**src/rtl/core/wsts_ram.sv**
```systemverilog
// generic single port ram with registered read
module wsts_ram #(
   parameter int Width = 8,
   parameter int Depth = 16
) (
   input  logic                     clock,
   input  logic                     wr_en,
   input  logic [$clog2(Depth)-1:0] addr,
   input  logic [Width-1:0]         wr_data,
   output logic [Width-1:0]         rd_data
);
   logic [Width-1:0] mem [Depth];

   always_ff @(posedge clock) begin
      if (wr_en) begin
         mem[addr] <= wr_data;
      end
      rd_data <= mem[addr];
   end
endmodule

```
**config.mk**
```make
export PLATFORM = sky130hd
export DESIGN_NAME = wsts_ram
export DESIGN_NICKNAME = d
export VERILOG_FILES = /design/src/rtl/core/wsts_ram.sv
export SDC_FILE = /design/constraint.sdc
export NUM_CORES = 1
export LEC_CHECK = 0
export ABC_AREA = 1
export BUFFER_PORTS_ARGS = -buffer_cell sky130_fd_sc_hd__buf_2
export CAP_MARGIN = 20
export CORE_UTILIZATION = 61
export CTS_CLUSTER_SIZE = 28
export DETAILED_ROUTE_END_ITERATION = 8
export PLACE_DENSITY = 0.78
export SLEW_MARGIN = 25
export SYNTH_ARGS = -nofsm -noshare
export SYNTH_HDL_FRONTEND = slang
export SYNTH_SLANG_ARGS = --single-unit
```
**constraint.sdc**
```tcl
create_clock -name clock -period 2.4 [get_ports clock]
set_clock_uncertainty 0.1 [all_clocks]
set_input_delay 0.24 -clock clock [delete_from_list [all_inputs] [get_ports clock]]
set_output_delay 0.24 -clock clock [all_outputs]
set_load 0.02 [all_outputs]
```
==> Word level (Yosys, flattened, before mapping) <==
Memories as Yosys holds them, arrays and structs flattened. A register that Yosys moved wholly into a read port is not among the register bits.
Index checks and enable logic that the tools add are counted.
{ "totals": {"reg_bits": 0, "ramBits": 128, "in_bits": 14, "out_inout_bits": 8, "wordCells": 3, "n_memories": 1} }
{ "memory_table": {"columns": ["memory", "depth", "width", "read_ports", "rd_ports_with_merged_regs", "wr", "line", "rtl"], "rows": [
  ["mem", 16, 8, 1, 1, 1, "12", "logic [Width-1:0] mem [Depth];"]
]} }
{ "op_classes": {"muxes": 2} }
{ "op_table": {"columns": ["operator", "count"], "rows": [
  ["$mux W1", 2]
]} }

==> Logic depth before layout (Yosys ltp) <==
{ "logic_depth": {"ltp_word": 2, "mapped_depth": 11, "ltp_nobuf": 9} }

==> Worst setup path after synthesis <==
Ideal clock, no wire load.
{ "synth_path": {"path_type": "input-to-reg", "from": "in addr[1]", "to": "mem mem[3][0], enable pin", "setup_time_ns": 0.370, "t_arrival_ns": 1.247, "t_required_ns": 1.930, "path_slack_ns": 0.683, "path_stages": 4, "path_buffers": 2, "path_cell_list": "buf_2 > clkbuf_1 > nand3_1 > nor2_1"} }
{ "synth_lines": {"columns": ["element", "line", "rtl"], "rows": [
  ["start, declared", "8", "input logic [$clog2(Depth)-1:0] addr,"],
  ["end, declared", "12", null]
]} }
Straight into the memory's write port.

==> Worst setup path in the final report <==
{ "layout_path": {"from": "in addr[2]", "to": "mem mem[6][4], enable pin"} }
Straight into the memory's write port.

==> metrics.cfg <==
[global_route]
grt_use_met2_pct = 45.12
grt_max_degree = 65
grt_usage_pct = 27.90
grt_pass1_vias = 3856
grt_pass1_wl_mm = 19.42
busiest_layer = met2
grtUsageMet1_pct = 36.62
grt_overflow = 0
antenna_found_initial = 0
met3_usage_pct = 6.371

[clock_tree]
clock_path_buffers = 2
cts_root_buf = clkbuf_8
cts_setup_buffers = 0
htreeDepth = 4
cts_made_buffers = 17
clk_pin_slew_ns = 0.06
cts.repair.resized = 0
holdBufCountCts = 0
clock_latency_ns = 0.52
clock-sinks = 136
cts_tree = done

[setup_path]
startpoint = addr[2]
crit_fanout = 9
crit_type = input port to register
critPathSlowestCell = nor2_1
crit_buf_inv = 3
startpoint_type = input port
setup.worst_path.end_class = register
path_delay_family = simple AND/OR/NAND/NOR gates
max_stage_delay_ns = 0.60
cp.arrival_ns = 1.53
crit_chain = buf_2 > inv_1 > nor2_1 > inv_1 > nor2_1
required_ns = 2.45
timing.rr.start = mem[5][4]

[route]
drc = 2
vias_per_cell = 5.437
wl_per_cell_microns = 17.33
firstDrtPassIters = 7
wl_mm = 12.15
drt-initial-drc-count = 379
num_vias = 3811
antenna_left = 0

[floorplan]
floorplan.initialDensity_pct = 63.51
die_y_microns = 97.75
boundaryPins = 22
num_rows = 34
core_sq_um = 8806
die_area_sq_um = 9555
die_x_microns = 97.75

[flow_run]
maxCapViolations = 0

[hold_path]
hold_class = input port to register
min_from = wr_data[6]

[cells_and_area]
final_common_cell = nand2_1
final_cell_mix = 346 x nand2_1, 128 x edfxtp_1, 21 x inv_1, 21 x buf_2, 18 x nor2_1
final_util_pct = 72.90
drive_gt1_share_pct = 10.96
fin_nets = 595
syn2layout_area_growth_pct = 14.79
antenna_cells = 0

[yosys]
synth-xor-area-share_pct = 0
synthMuxAreaShare_pct = 0
synth_fa_ha_area_share_pct = 0
synth_compound_area_share_pct = 0
synth_top_family_by_area = simple AND/OR/NAND/NOR gates
ys_ff_latch = 136
avgSynthCellArea_sq_um = 10.21
yosys_warnings = 0
netlist_instances = 548
syn_area_sq_um = 5593
synth.distinct_cells = 11
synth_nets = 562
synth_seq_area_share_pct = 71.59
synthSimpleGateAreaFrac_pct = 24.79
synth_top_cells_by_area = edfxtp_1 69%, nand2_1 23%, dfxtp_1 2.9%
yosysTopAreaCellShare_pct = 68.72
synth_top_area_cell = edfxtp_1

[power_and_ir_drop]
power_w = 0.005610
power_density_nw_per_um2 = 873.9
p_leak_nw = 2.788
vdd_drop_max_mv = 0.8041

[timing]
fin_crit_ns = 1.482
finalHoldViolations = 0
period_share_pct = 61.76
fin_ws_ns = 0.9177
slew-limit-headroom_pct = 50.58
tightest_slew_ns = 0.7385
setup_violations = 0
slew_viol_final = 0
fmaxAchievable_ghz = 0.6746
rsz0062_at_grt = false
tns_ns = 0

[placement]
dpl.hpwl_mm = 7.119
place.gp.congestion = 0.9844
port_buffers = 21
dp_slack_ns = 0.4389

[outcome]
outcome = complete, but fails checks
violations = design-rule violations

-- flip-flops by register name, summed over array words and instances (netlist names) --
name     cells
mem        128
rd_data      8
-- layer usage --
metal	share of wire, %	vias to the layer above	routed length [microns]
li1	-	1815	-
met1	39	1774	4773
met2	50	194	6017
met3	8.7	28	1062
met4	2.4	0	295
met5	0	-	0
-- worst register-to-register path, stage by stage (launching register included) --
cell and delay [ns]:
edfxtp_1 0.37, nand2_1 0.10, nand2_1 0.08, nand2_1 0.06
nand2_1 0.05, nand2_1 0.09, nand2_1 0.08, inv_1 0.08
nand2_1 0.05
-- layout make-up --
cell class,count,area [sq um]
clock buffer,18,417.9
clock inverter,13,180.2
multi-input combinational,368,1386
sequential,136,4004
fill,590,2386
timing repair buffer,35,210.2
inverter,23,86.33
tap,108,135.1
-- cell families after synthesis --
family | count (synthesis)
buf+inv | 44
flops | 136
simple gates | 368
-- worst paths after layout --
| check | depth (start not counted) | endpoint | slack [ns] |
|---|---|---|---|
| setup / recovery | 5 | mem[6][4] | 0.92 |
| setup reg to reg | 8 | rd_data[4] | 1.25 |
| hold / removal | 1 | mem[6][6] | 0.03 |
| hold reg to reg | 8 | rd_data[0] | 0.61 |
-- cells in the mapped netlist, drive strengths merged --
cell type	n
buf	18
clkbuf	3
clkinv	1
dfxtp	8
edfxtp	128
inv	22
nand2	346
nand3	4
nor2	18
-- where the power goes --
group / leakage [nW] / switching (W) / internal [W]
Clock: 0.288 / 0.000931 / 0.00167
Combinational: 1.28 / 0.000249 / 0.0000866
Sequential: 1.22 / 0.0000137 / 0.00266
Total: 2.79 / 0.00119 / 0.00442
-- stage by stage --
stage	std cells	hold WS (ns)	area [sq um]
6_report	701	0.02891	6420
5_1_grt	701	0.02444	6420
4_1_cts	701	0.02023	6420
3_5_place_dp	670	0.5556	5822
3_3_place_gp	670	0.5558	5822
2_1_floorplan	548	0.2389	5593
(Power assumes the default switching activity.)
